[src/hdl/rau_pkg.sv]
// Package with widths, codes and controller/datapath interface types of the rational unit.
package rau_pkg;

  localparam int OPERAND_WIDTH = 16;
  localparam int EFF_W = (OPERAND_WIDTH > 31) ? 31 : OPERAND_WIDTH;
  localparam int MW = EFF_W + 1;
  localparam int DW = 2 * MW;
  localparam int RES_W = 34;
  localparam int REQ_W = 4;

  typedef enum logic [REQ_W-1:0] {
    REQ_ADD = 4'd0,
    REQ_SUB = 4'd1,
    REQ_MUL = 4'd2,
    REQ_DIV = 4'd3,
    REQ_EQ  = 4'd4,
    REQ_NE  = 4'd5,
    REQ_LT  = 4'd6,
    REQ_GT  = 4'd7,
    REQ_LE  = 4'd8,
    REQ_GE  = 4'd9,
    REQ_INC = 4'd10,
    REQ_DEC = 4'd11
  } req_e;

  typedef enum logic [4:0] {
    DP_NOP,
    DP_LOAD,
    DP_GCD_AB,
    DP_GCD_PQ,
    DP_DIV_GO,
    DP_EUC_NEXT,
    DP_SET_T1,
    DP_SET_T2,
    DP_SET_P,
    DP_SET_Q,
    DP_MUL,
    DP_WR_P,
    DP_WR_Q,
    DP_ACC_P,
    DP_INC,
    DP_DEC,
    DP_ERR,
    DP_CMP
  } dp_op_e;

  typedef enum logic [2:0] {
    DSRC_EUC,
    DSRC_BD,
    DSRC_AD,
    DSRC_P,
    DSRC_Q
  } div_src_e;

  typedef enum logic [1:0] {
    MA_AN,
    MA_AD,
    MA_BN
  } mul_a_e;

  typedef enum logic [1:0] {
    MB_T1,
    MB_T2,
    MB_BN,
    MB_BD
  } mul_b_e;

  typedef struct packed {
    dp_op_e           op;
    div_src_e         dsrc;
    mul_a_e           ma;
    mul_b_e           mb;
    logic [REQ_W-1:0] req;
  } dp_cmd_t;

  typedef struct packed {
    logic y_zero;
    logic bn_zero;
    logic div_done;
  } dp_stat_t;

  typedef enum logic [4:0] {
    S_IDLE,
    S_DISP,
    S_GAB,
    S_ETEST,
    S_EWAIT,
    S_LBD,
    S_LBDW,
    S_LAD,
    S_LADW,
    S_AM1,
    S_AW1,
    S_AM2,
    S_AACC,
    S_AM3,
    S_AW3,
    S_MM1,
    S_MW1,
    S_MM2,
    S_MW2,
    S_XM1,
    S_XW1,
    S_XM2,
    S_XW2,
    S_CEVAL,
    S_RINIT,
    S_RP,
    S_RPW,
    S_RQ,
    S_RQW,
    S_FIN
  } ctrl_state_e;

endpackage

[src/hdl/rau_div.sv]
// Iterative signed divider with truncated quotient and remainder, one bit per cycle.
module rau_div
  import rau_pkg::*;
(
  input  logic                 clk_i,
  input  logic                 rst_ni,
  input  logic                 start_i,
  input  logic signed [DW-1:0] dividend_i,
  input  logic signed [DW-1:0] divisor_i,
  output logic signed [DW-1:0] quot_o,
  output logic signed [DW-1:0] rem_o,
  output logic                 done_o
);

  localparam int CW = $clog2(DW);

  logic          busy_q, busy_d;
  logic          fin_q, fin_d;
  logic          done_q, done_d;
  logic [CW-1:0] cnt_q, cnt_d;
  logic [DW:0]   rem_q, rem_d;
  logic [DW-1:0] qr_q, qr_d;
  logic [DW-1:0] dmag_q, dmag_d;
  logic          negq_q, negq_d;
  logic          negr_q, negr_d;
  logic signed [DW-1:0] quot_q, quot_d;
  logic signed [DW-1:0] remo_q, remo_d;
  logic [DW:0]   trial;

  always_ff @(posedge clk_i or negedge rst_ni) begin
    if (!rst_ni) begin
      busy_q <= 1'b0;
      fin_q  <= 1'b0;
      done_q <= 1'b0;
      cnt_q  <= '0;
    end else begin
      busy_q <= busy_d;
      fin_q  <= fin_d;
      done_q <= done_d;
      cnt_q  <= cnt_d;
    end
  end

  always_ff @(posedge clk_i) begin
    rem_q  <= rem_d;
    qr_q   <= qr_d;
    dmag_q <= dmag_d;
    negq_q <= negq_d;
    negr_q <= negr_d;
    quot_q <= quot_d;
    remo_q <= remo_d;
  end

  always_comb begin
    busy_d = busy_q;
    fin_d  = 1'b0;
    done_d = 1'b0;
    cnt_d  = cnt_q;
    rem_d  = rem_q;
    qr_d   = qr_q;
    dmag_d = dmag_q;
    negq_d = negq_q;
    negr_d = negr_q;
    quot_d = quot_q;
    remo_d = remo_q;
    trial  = {rem_q[DW-1:0], qr_q[DW-1]};
    if (start_i) begin
      busy_d = 1'b1;
      cnt_d  = '0;
      rem_d  = '0;
      qr_d   = dividend_i[DW-1] ? -dividend_i : dividend_i;
      dmag_d = divisor_i[DW-1] ? -divisor_i : divisor_i;
      negq_d = dividend_i[DW-1] ^ divisor_i[DW-1];
      negr_d = dividend_i[DW-1];
    end else if (busy_q) begin
      if (trial >= {1'b0, dmag_q}) begin
        rem_d = trial - {1'b0, dmag_q};
        qr_d  = {qr_q[DW-2:0], 1'b1};
      end else begin
        rem_d = trial;
        qr_d  = {qr_q[DW-2:0], 1'b0};
      end
      cnt_d = cnt_q + 1'b1;
      if (cnt_q == CW'(DW - 1)) begin
        busy_d = 1'b0;
        fin_d  = 1'b1;
      end
    end else if (fin_q) begin
      quot_d = negq_q ? -$signed(qr_q) : $signed(qr_q);
      remo_d = negr_q ? -$signed(rem_q[DW-1:0]) : $signed(rem_q[DW-1:0]);
      done_d = 1'b1;
    end
  end

  assign quot_o = quot_q;
  assign rem_o  = remo_q;
  assign done_o = done_q;

endmodule

[src/hdl/rau_dp.sv]
// Datapath of the rational unit: operand and working registers, shared multiplier and divider.
module rau_dp
  import rau_pkg::*;
(
  input  logic                            clk_i,
  input  logic                            rst_ni,
  input  dp_cmd_t                         cmd_i,
  output dp_stat_t                        stat_o,
  input  logic signed [OPERAND_WIDTH-1:0] a_num_i,
  input  logic signed [OPERAND_WIDTH-1:0] a_den_i,
  input  logic signed [OPERAND_WIDTH-1:0] b_num_i,
  input  logic signed [OPERAND_WIDTH-1:0] b_den_i,
  output logic signed [RES_W-1:0]         res_num_o,
  output logic signed [RES_W-1:0]         res_den_o,
  output logic                            cmp_true_o,
  output logic                            div_error_o
);

  logic signed [MW-1:0] an_q, ad_q, bn_q, bd_q, t1_q, t2_q;
  logic signed [MW-1:0] an_d, ad_d, bn_d, bd_d, t1_d, t2_d;
  logic signed [DW-1:0] x_q, y_q, p_q, q_q, prod_q;
  logic signed [DW-1:0] x_d, y_d, p_d, q_d, prod_d;
  logic                 cmp_q, cmp_d, err_q, err_d;
  logic signed [MW-1:0] an_ext, ad_ext, bn_ext, bd_ext;
  logic signed [MW-1:0] ma, mb;
  logic signed [DW-1:0] div_n, div_d, quot, rem;
  logic                 div_done;

  assign an_ext = MW'($signed(a_num_i[EFF_W-1:0]));
  assign ad_ext = MW'($signed(a_den_i[EFF_W-1:0]));
  assign bn_ext = MW'($signed(b_num_i[EFF_W-1:0]));
  assign bd_ext = MW'($signed(b_den_i[EFF_W-1:0]));

  always_comb begin
    unique case (cmd_i.ma)
      MA_AN:   ma = an_q;
      MA_AD:   ma = ad_q;
      default: ma = bn_q;
    endcase
    unique case (cmd_i.mb)
      MB_T1: mb = t1_q;
      MB_T2: mb = t2_q;
      MB_BN: mb = bn_q;
      MB_BD: mb = bd_q;
    endcase
    unique case (cmd_i.dsrc)
      DSRC_EUC: div_n = x_q;
      DSRC_BD:  div_n = DW'(bd_q);
      DSRC_AD:  div_n = DW'(ad_q);
      DSRC_P:   div_n = p_q;
      default:  div_n = q_q;
    endcase
    div_d = (cmd_i.dsrc == DSRC_EUC) ? y_q : x_q;
  end

  rau_div u_div (
    .clk_i      (clk_i),
    .rst_ni     (rst_ni),
    .start_i    (cmd_i.op == DP_DIV_GO),
    .dividend_i (div_n),
    .divisor_i  (div_d),
    .quot_o     (quot),
    .rem_o      (rem),
    .done_o     (div_done)
  );

  always_ff @(posedge clk_i) begin
    an_q   <= an_d;
    ad_q   <= ad_d;
    bn_q   <= bn_d;
    bd_q   <= bd_d;
    t1_q   <= t1_d;
    t2_q   <= t2_d;
    x_q    <= x_d;
    y_q    <= y_d;
    p_q    <= p_d;
    q_q    <= q_d;
    prod_q <= prod_d;
    cmp_q  <= cmp_d;
    err_q  <= err_d;
  end

  always_comb begin
    an_d   = an_q;
    ad_d   = ad_q;
    bn_d   = bn_q;
    bd_d   = bd_q;
    t1_d   = t1_q;
    t2_d   = t2_q;
    x_d    = x_q;
    y_d    = y_q;
    p_d    = p_q;
    q_d    = q_q;
    prod_d = prod_q;
    cmp_d  = cmp_q;
    err_d  = err_q;
    unique case (cmd_i.op)
      DP_LOAD: begin
        an_d  = an_ext;
        ad_d  = (ad_ext == '0) ? MW'(1) : ad_ext;
        bn_d  = (cmd_i.req == REQ_SUB) ? -bn_ext : bn_ext;
        bd_d  = (bd_ext == '0) ? MW'(1) : bd_ext;
        p_d   = '0;
        q_d   = DW'(1);
        cmp_d = 1'b0;
        err_d = 1'b0;
      end
      DP_GCD_AB: begin
        x_d = DW'(ad_q);
        y_d = DW'(bd_q);
      end
      DP_GCD_PQ: begin
        x_d = p_q;
        y_d = q_q;
      end
      DP_EUC_NEXT: begin
        x_d = y_q;
        y_d = rem;
      end
      DP_SET_T1: t1_d = MW'(quot);
      DP_SET_T2: t2_d = MW'(quot);
      DP_SET_P:  p_d = quot;
      DP_SET_Q:  q_d = quot;
      DP_MUL:    prod_d = DW'(ma) * DW'(mb);
      DP_WR_P:   p_d = prod_q;
      DP_WR_Q:   q_d = prod_q;
      DP_ACC_P:  p_d = p_q + prod_q;
      DP_INC: begin
        p_d = DW'(an_q) + DW'(ad_q);
        q_d = DW'(ad_q);
      end
      DP_DEC: begin
        p_d = DW'(an_q) - DW'(ad_q);
        q_d = DW'(ad_q);
      end
      DP_ERR: begin
        err_d = 1'b1;
        p_d   = '0;
        q_d   = DW'(1);
      end
      DP_CMP: begin
        case (cmd_i.req)
          REQ_EQ:  cmp_d = (p_q == q_q);
          REQ_NE:  cmp_d = (p_q != q_q);
          REQ_LT:  cmp_d = (p_q < q_q);
          REQ_GT:  cmp_d = (p_q > q_q);
          REQ_LE:  cmp_d = (p_q <= q_q);
          REQ_GE:  cmp_d = (p_q >= q_q);
          default: cmp_d = 1'b0;
        endcase
        p_d = '0;
        q_d = DW'(1);
      end
      default: begin
      end
    endcase
  end

  assign stat_o.y_zero   = (y_q == '0);
  assign stat_o.bn_zero  = (bn_q == '0);
  assign stat_o.div_done = div_done;

  assign res_num_o   = RES_W'(p_q);
  assign res_den_o   = RES_W'(q_q);
  assign cmp_true_o  = cmp_q;
  assign div_error_o = err_q;

endmodule

[src/hdl/rau_ctrl.sv]
// Controller state machine that sequences the rational unit datapath.
module rau_ctrl
  import rau_pkg::*;
(
  input  logic             clk_i,
  input  logic             rst_ni,
  input  logic             start,
  input  logic [REQ_W-1:0] req_type_i,
  input  dp_stat_t         stat_i,
  output dp_cmd_t          cmd_o,
  output logic             busy,
  output logic             valid_o
);

  ctrl_state_e      state_q, state_d;
  logic [REQ_W-1:0] op_q, op_d;
  logic             phase_q, phase_d;

  always_ff @(posedge clk_i or negedge rst_ni) begin
    if (!rst_ni) begin
      state_q <= S_IDLE;
      op_q    <= '0;
      phase_q <= 1'b0;
    end else begin
      state_q <= state_d;
      op_q    <= op_d;
      phase_q <= phase_d;
    end
  end

  always_comb begin
    state_d    = state_q;
    op_d       = op_q;
    phase_d    = phase_q;
    cmd_o.op   = DP_NOP;
    cmd_o.dsrc = DSRC_EUC;
    cmd_o.ma   = MA_AN;
    cmd_o.mb   = MB_T1;
    cmd_o.req  = op_q;
    valid_o    = 1'b0;
    unique case (state_q)
      S_IDLE: begin
        cmd_o.req = req_type_i;
        if (start) begin
          cmd_o.op = DP_LOAD;
          op_d     = req_type_i;
          state_d  = S_DISP;
        end
      end
      S_DISP: begin
        state_d = S_FIN;
        case (op_q)
          REQ_ADD, REQ_SUB: state_d = S_GAB;
          REQ_MUL:          state_d = S_MM1;
          REQ_DIV: begin
            if (stat_i.bn_zero) begin
              cmd_o.op = DP_ERR;
            end else begin
              state_d = S_XM1;
            end
          end
          REQ_EQ, REQ_NE, REQ_LT, REQ_GT, REQ_LE, REQ_GE: state_d = S_XM1;
          REQ_INC: cmd_o.op = DP_INC;
          REQ_DEC: cmd_o.op = DP_DEC;
          default: begin
          end
        endcase
      end
      S_GAB: begin
        cmd_o.op = DP_GCD_AB;
        phase_d  = 1'b0;
        state_d  = S_ETEST;
      end
      S_ETEST: begin
        if (stat_i.y_zero) begin
          state_d = phase_q ? S_RP : S_LBD;
        end else begin
          cmd_o.op = DP_DIV_GO;
          state_d  = S_EWAIT;
        end
      end
      S_EWAIT: begin
        if (stat_i.div_done) begin
          cmd_o.op = DP_EUC_NEXT;
          state_d  = S_ETEST;
        end
      end
      S_LBD: begin
        cmd_o.op   = DP_DIV_GO;
        cmd_o.dsrc = DSRC_BD;
        state_d    = S_LBDW;
      end
      S_LBDW: begin
        if (stat_i.div_done) begin
          cmd_o.op = DP_SET_T1;
          state_d  = S_LAD;
        end
      end
      S_LAD: begin
        cmd_o.op   = DP_DIV_GO;
        cmd_o.dsrc = DSRC_AD;
        state_d    = S_LADW;
      end
      S_LADW: begin
        if (stat_i.div_done) begin
          cmd_o.op = DP_SET_T2;
          state_d  = S_AM1;
        end
      end
      S_AM1: begin
        cmd_o.op = DP_MUL;
        cmd_o.ma = MA_AN;
        cmd_o.mb = MB_T1;
        state_d  = S_AW1;
      end
      S_AW1: begin
        cmd_o.op = DP_WR_P;
        state_d  = S_AM2;
      end
      S_AM2: begin
        cmd_o.op = DP_MUL;
        cmd_o.ma = MA_BN;
        cmd_o.mb = MB_T2;
        state_d  = S_AACC;
      end
      S_AACC: begin
        cmd_o.op = DP_ACC_P;
        state_d  = S_AM3;
      end
      S_AM3: begin
        cmd_o.op = DP_MUL;
        cmd_o.ma = MA_AD;
        cmd_o.mb = MB_T1;
        state_d  = S_AW3;
      end
      S_AW3: begin
        cmd_o.op = DP_WR_Q;
        state_d  = S_RINIT;
      end
      S_MM1: begin
        cmd_o.op = DP_MUL;
        cmd_o.ma = MA_AN;
        cmd_o.mb = MB_BN;
        state_d  = S_MW1;
      end
      S_MW1: begin
        cmd_o.op = DP_WR_P;
        state_d  = S_MM2;
      end
      S_MM2: begin
        cmd_o.op = DP_MUL;
        cmd_o.ma = MA_AD;
        cmd_o.mb = MB_BD;
        state_d  = S_MW2;
      end
      S_MW2: begin
        cmd_o.op = DP_WR_Q;
        state_d  = S_RINIT;
      end
      S_XM1: begin
        cmd_o.op = DP_MUL;
        cmd_o.ma = MA_AN;
        cmd_o.mb = MB_BD;
        state_d  = S_XW1;
      end
      S_XW1: begin
        cmd_o.op = DP_WR_P;
        state_d  = S_XM2;
      end
      S_XM2: begin
        cmd_o.op = DP_MUL;
        cmd_o.ma = MA_AD;
        cmd_o.mb = MB_BN;
        state_d  = S_XW2;
      end
      S_XW2: begin
        cmd_o.op = DP_WR_Q;
        state_d  = (op_q == REQ_DIV) ? S_RINIT : S_CEVAL;
      end
      S_CEVAL: begin
        cmd_o.op = DP_CMP;
        state_d  = S_FIN;
      end
      S_RINIT: begin
        cmd_o.op = DP_GCD_PQ;
        phase_d  = 1'b1;
        state_d  = S_ETEST;
      end
      S_RP: begin
        cmd_o.op   = DP_DIV_GO;
        cmd_o.dsrc = DSRC_P;
        state_d    = S_RPW;
      end
      S_RPW: begin
        if (stat_i.div_done) begin
          cmd_o.op = DP_SET_P;
          state_d  = S_RQ;
        end
      end
      S_RQ: begin
        cmd_o.op   = DP_DIV_GO;
        cmd_o.dsrc = DSRC_Q;
        state_d    = S_RQW;
      end
      S_RQW: begin
        if (stat_i.div_done) begin
          cmd_o.op = DP_SET_Q;
          state_d  = S_FIN;
        end
      end
      S_FIN: begin
        valid_o = 1'b1;
        state_d = S_IDLE;
      end
      default: state_d = S_IDLE;
    endcase
  end

  assign busy = (state_q != S_IDLE);

endmodule

[src/hdl/rational_arithmetic_unit.sv]
// Top level of the rational arithmetic unit: controller and datapath.
// One operation at a time: a transfer happens when start is high and busy is low, and the
// result appears for exactly one cycle with valid_o high; the receiver cannot stall it.
// Increment, decrement, errors, unknown codes and compares do not use the divider; multiply
// and divide run the Euclid gcd on the shared divider and then divide the numerator and
// denominator by it, and add or subtract first run a gcd of both denominators as well.
// DW, the divider width, is twice the effective operand width plus two (34 at 16 bits);
// the shared divider produces one quotient bit per cycle.
module rational_arithmetic_unit
  import rau_pkg::*;
(
  input  logic                            clk_i,
  input  logic                            rst_ni,
  input  logic                            start,
  output logic                            busy,
  input  logic [REQ_W-1:0]                req_type_i,
  input  logic signed [OPERAND_WIDTH-1:0] a_num_i,
  input  logic signed [OPERAND_WIDTH-1:0] a_den_i,
  input  logic signed [OPERAND_WIDTH-1:0] b_num_i,
  input  logic signed [OPERAND_WIDTH-1:0] b_den_i,
  output logic                            valid_o,
  output logic signed [RES_W-1:0]         res_num_o,
  output logic signed [RES_W-1:0]         res_den_o,
  output logic                            cmp_true_o,
  output logic                            div_error_o
);

  dp_cmd_t  cmd;
  dp_stat_t stat;

  rau_ctrl u_ctrl (
    .clk_i      (clk_i),
    .rst_ni     (rst_ni),
    .start      (start),
    .req_type_i (req_type_i),
    .stat_i     (stat),
    .cmd_o      (cmd),
    .busy       (busy),
    .valid_o    (valid_o)
  );

  rau_dp u_dp (
    .clk_i       (clk_i),
    .rst_ni      (rst_ni),
    .cmd_i       (cmd),
    .stat_o      (stat),
    .a_num_i     (a_num_i),
    .a_den_i     (a_den_i),
    .b_num_i     (b_num_i),
    .b_den_i     (b_den_i),
    .res_num_o   (res_num_o),
    .res_den_o   (res_den_o),
    .cmp_true_o  (cmp_true_o),
    .div_error_o (div_error_o)
  );

endmodule

[config.mk]
export PLATFORM = sky130hd
export DESIGN_NAME = rational_arithmetic_unit
export DESIGN_NICKNAME = d
export VERILOG_FILES = /design/src/hdl/rau_pkg.sv /design/src/hdl/rau_div.sv /design/src/hdl/rau_dp.sv /design/src/hdl/rau_ctrl.sv /design/src/hdl/rational_arithmetic_unit.sv
export SDC_FILE = /design/constraint.sdc
export NUM_CORES = 2
export LEC_CHECK = 0
export BUFFER_PORTS_ARGS = -buffer_cell sky130_fd_sc_hd__buf_4
export CORE_MARGIN = 2
export CORE_UTILIZATION = 69
export CTS_BUF_LIST = sky130_fd_sc_hd__clkbuf_8
export CTS_CLUSTER_SIZE = 16
export DETAILED_ROUTE_END_ITERATION = 7
export PLACE_DENSITY_LB_ADDON = 0.1
export RECOVER_POWER = 100
export SYNTH_ARGS = -nofsm -noshare
export SYNTH_HDL_FRONTEND = slang
export SYNTH_SLANG_ARGS = --single-unit
export TNS_END_PERCENT = 10
[constraint.sdc]
create_clock -name clk_i -period 15.2 [get_ports clk_i]
set_input_delay 1.52 -clock clk_i [delete_from_list [all_inputs] [get_ports clk_i]]
set_output_delay 1.52 -clock clk_i [all_outputs]
set_load 0.01 [all_outputs]
==> flow_summary.yaml <==
detailed_routing:
  routedWlPerCell_um: 24.31
  remaining_drc_errors: 10
  vias_per_cell: 6.654
  antenna_left: 0
  drt-met1-wl_mm: 47.01
  met2_length_mm: 56.20
  drt_wl_total_mm: 126.4
  top_layer: "met4"
  vias: 34610
  first_pass_iters: 8
  route.met3.wl_mm: 15.23
  drtIter0Drc: 4178
finish:
  syn_to_final_growth_pct: 7.185
  fin_util: 0.7436
  instances_no_fill: 5201
  drive_above_1_share: 0.06846
  n_fill_cell: 4384
  finish.net_count: 4957
setup_path:
  crit_path_end_kind: "flop"
  path_class: "flop to flop"
  cp_data_required_time_ns: 15.60
  cp.arrival_ns: 12.08
  start_kind: "flop"
  worst-path-max-fanout: 46
clock_tree:
  ctsHtreeMaxLevel: 3
  cts_buffers: 80
  post_cts_buffers: 0
  insertion_delay_ns: 0.73
  clk_pin_slew_ns: 0.07
  clockBufferDepth: 3
  cts.sinks: 462
  cts-root-buf: "clkbuf_8"
  tritoncts: "done"
  hold_buffers: 0
  cts_resized: 0
placement:
  dp_cells: 5052
  io_buffers: 142
  dpl.hpwl_mm: 95.73
  place_congestion: 1.035
power_and_ir_drop:
  max-vdd-ir-drop_v: 0.00008393
  power_mw: 2.576
  power_density_mw_per_mm2: 59.04
  cellLeakagePower_nw: 18.41
synth:
  async_flop_share: 0.04113
  synth_area_leaders: "edfxtp_1 (30%), fa_1 (15%), ha_1 (6.9%)"
  synth-edff-count: 409
  synth-main-ff-cell: "edfxtp_1"
  yosysWarnings: 0
  syn_area_sq_mm: 0.04071
  yosysUniqueCellTypes: 87
  ys_ff_latch: 462
  synthTopCellsByCount: "inv_1 (466), nor2_1 (419), nand2_1 (416)"
  ys_seq_area_frac: 0.3301
  synth.top_cell.area_share: 0.3017
  synth_most_common_cell: "inv_1"
  synth_area_leader_cell: "edfxtp_1"
  syn_nets: 4901
  synthCells: 4305
  synth_area_per_cell_sq_um: 9.457
sta:
  setup_viol: 0
  slew_viol_final: 854
  slew_headroom: -1.763
  clock-skew-final_ns: 0.06440
  min_period_ns: 11.67
  tightest_slew_ns: 4.144
  period_share: 0.7679
  max_freq_mhz: 85.67
  hold_violations: 0
  rsz0062_at_grt: "no"
  setup_tns_ns: 0
global_routing:
  grt_pass1_vias: 33270
  grt.total_usage: 0.4159
  grt_antenna_before_repair: 2
  grt_pass1_wl_mm: 192.6
  grt_overflow: 0
  grt_max_degree: 98
job:
  max_cap_violations: 16
floorplan:
  row_count: 89
  start_util: 0.6938
  die-area_sq_mm: 0.06096
  fp.dieW_um: 246.9
  core_sq_mm: 0.05869
  io_pins: 143
  die_y_um: 246.9
status:
  status: "complete, but fails checks"
  violations: "DRC, capacitance limit, slew limit"
min_path:
  min_path_type: "flop to flop"
==> flip-flops by register name, indices dropped and copies added (netlist names), 34 cells and up <==
signal             cells
u_dp.u_div.dmag_q     34
u_dp.prod_q           34
u_dp.u_div.quot_o     34
u_dp.res_num_o        34
u_dp.u_div.rem_o      34
u_dp.u_div.qr_q       34
u_dp.x_q              34
u_dp.y_q              34
u_dp.res_den_o        34
u_dp.u_div.rem_q      34
==> where the power goes <==
part           total [mW]  switching (mW)  internal [mW]
registers            1.36               0           1.36
logic              0.0202         0.00888         0.0114
clock network        1.19           0.573          0.619
==> placed cells by master (no fill, tap or decap), drive strengths merged, types with 34 or more instances in the layout <==
cell type,Yosys,routed
a21o,62,62
a21oi,199,199
a221o,83,83
a22oi,37,37
a31oi,49,49
and3,36,36
buf,35,69
clkbuf,204,230
clkinv,2,34
dfxtp,34,34
edfxtp,409,409
fa,300,300
ha,225,225
inv,466,489
mux2i,72,72
nand2,416,416
nand2b,40,40
nand3,67,67
nor2,419,419
nor3,93,93
o21ai,205,205
o22ai,41,41
o31ai,36,36
or2,35,35
xnor2,163,163
xor2,71,71
==> worst paths after layout <==
kind / from / cells past startpoint / end / slack, ns
worst max-delay path: u_ctrl.state_q[1]$_DFFE_PN0P_ / 26 / u_dp.prod_q[33]$_DFFE_PN_ / 3.53
worst min-delay path: u_dp.u_div.quot_o[0]$_DFFE_PP_ / 0 / u_dp.t1_q[0]$_DFFE_PN_ / 0.48
worst max register to register: u_ctrl.state_q[1]$_DFFE_PN0P_ / 26 / u_dp.prod_q[33]$_DFFE_PN_ / 3.53
worst min register to register: u_dp.u_div.quot_o[0]$_DFFE_PP_ / 0 / u_dp.t1_q[0]$_DFFE_PN_ / 0.48
max in group asynchronous: rst_ni / 1 / u_dp.u_div.busy_q$_DFF_PN0_ / 13.52
min in group asynchronous: rst_ni / 1 / u_ctrl.op_q[2]$_DFFE_PN0P_ / 0.99
==> through the flow <==
step                hold WS (ns)  setup WS, ns  cell area (sq um)
global route              0.4865         3.131              43640
detailed placement        0.4797         5.983              42520
finish                    0.4758         3.527              43640
CTS                       0.4823         5.944              44160
floorplan                 0.4429         6.798              40710
global placement          0.5008         6.123              42520
==> worst max-delay path, stage by stage, from the launching register on <==
cell and delay [ns]:
dfrtp_1 0.32, clkbuf_1 1.49, nand2_1 0.69, or3_1 0.61, clkbuf_1 0.58, nand2_1 0.67, o22a_1 0.36, o21ai_0 0.42
or2_2 0.52, fa_1 0.55, inv_1 0.07, fa_1 0.83, fa_1 0.54, fa_1 0.51, fa_1 0.49, inv_1 0.05
fa_1 0.47, inv_1 0.04, ha_1 0.33, and4_1 0.23, and3_1 0.20, a21boi_0 0.46, o21ai_0 0.20, a21oi_1 0.26
a211oi_1 0.16, a21o_1 0.19, xnor2_1 0.12
==> routing by layer <==
| metal | track usage | up-vias |
|---|---|---|
| met3 | 0.08693 | 405 |
| met4 | 0.2355 | 0 |
| met1 | 0.5482 | 16570 |
| li1 | - | 15340 |
| met2 | 0.6423 | 2290 |
| met5 | 0 | - |
==> kinds of logic after synthesis <==
family                     after synthesis  share of synthesized area
xor gates and xnor gates               234                    0.05034
and+or+nand+nor                       1303                     0.1489
muxes                                   91                    0.02296
DFF                                    462                     0.3301
adders and majority gates              526                     0.2169
AOI/OAI and AO/OA                      982                     0.1652
buffers and inverters                  707                    0.06558
==> cell type report <==
cell class	count	area (sq um)	share of cell area
clock buffer	86	1184	0.02712
tap	773	967.2	0.02216
multi-input combinational	3136	24660	0.5650
inverter	468	1757	0.04026
sequential	462	13440	0.3080
timing repair buffer	213	1171	0.02684
antenna	2	5.005	0.0001147
clock inverter	61	457.9	0.01049
(Power assumes the default switching activity.)
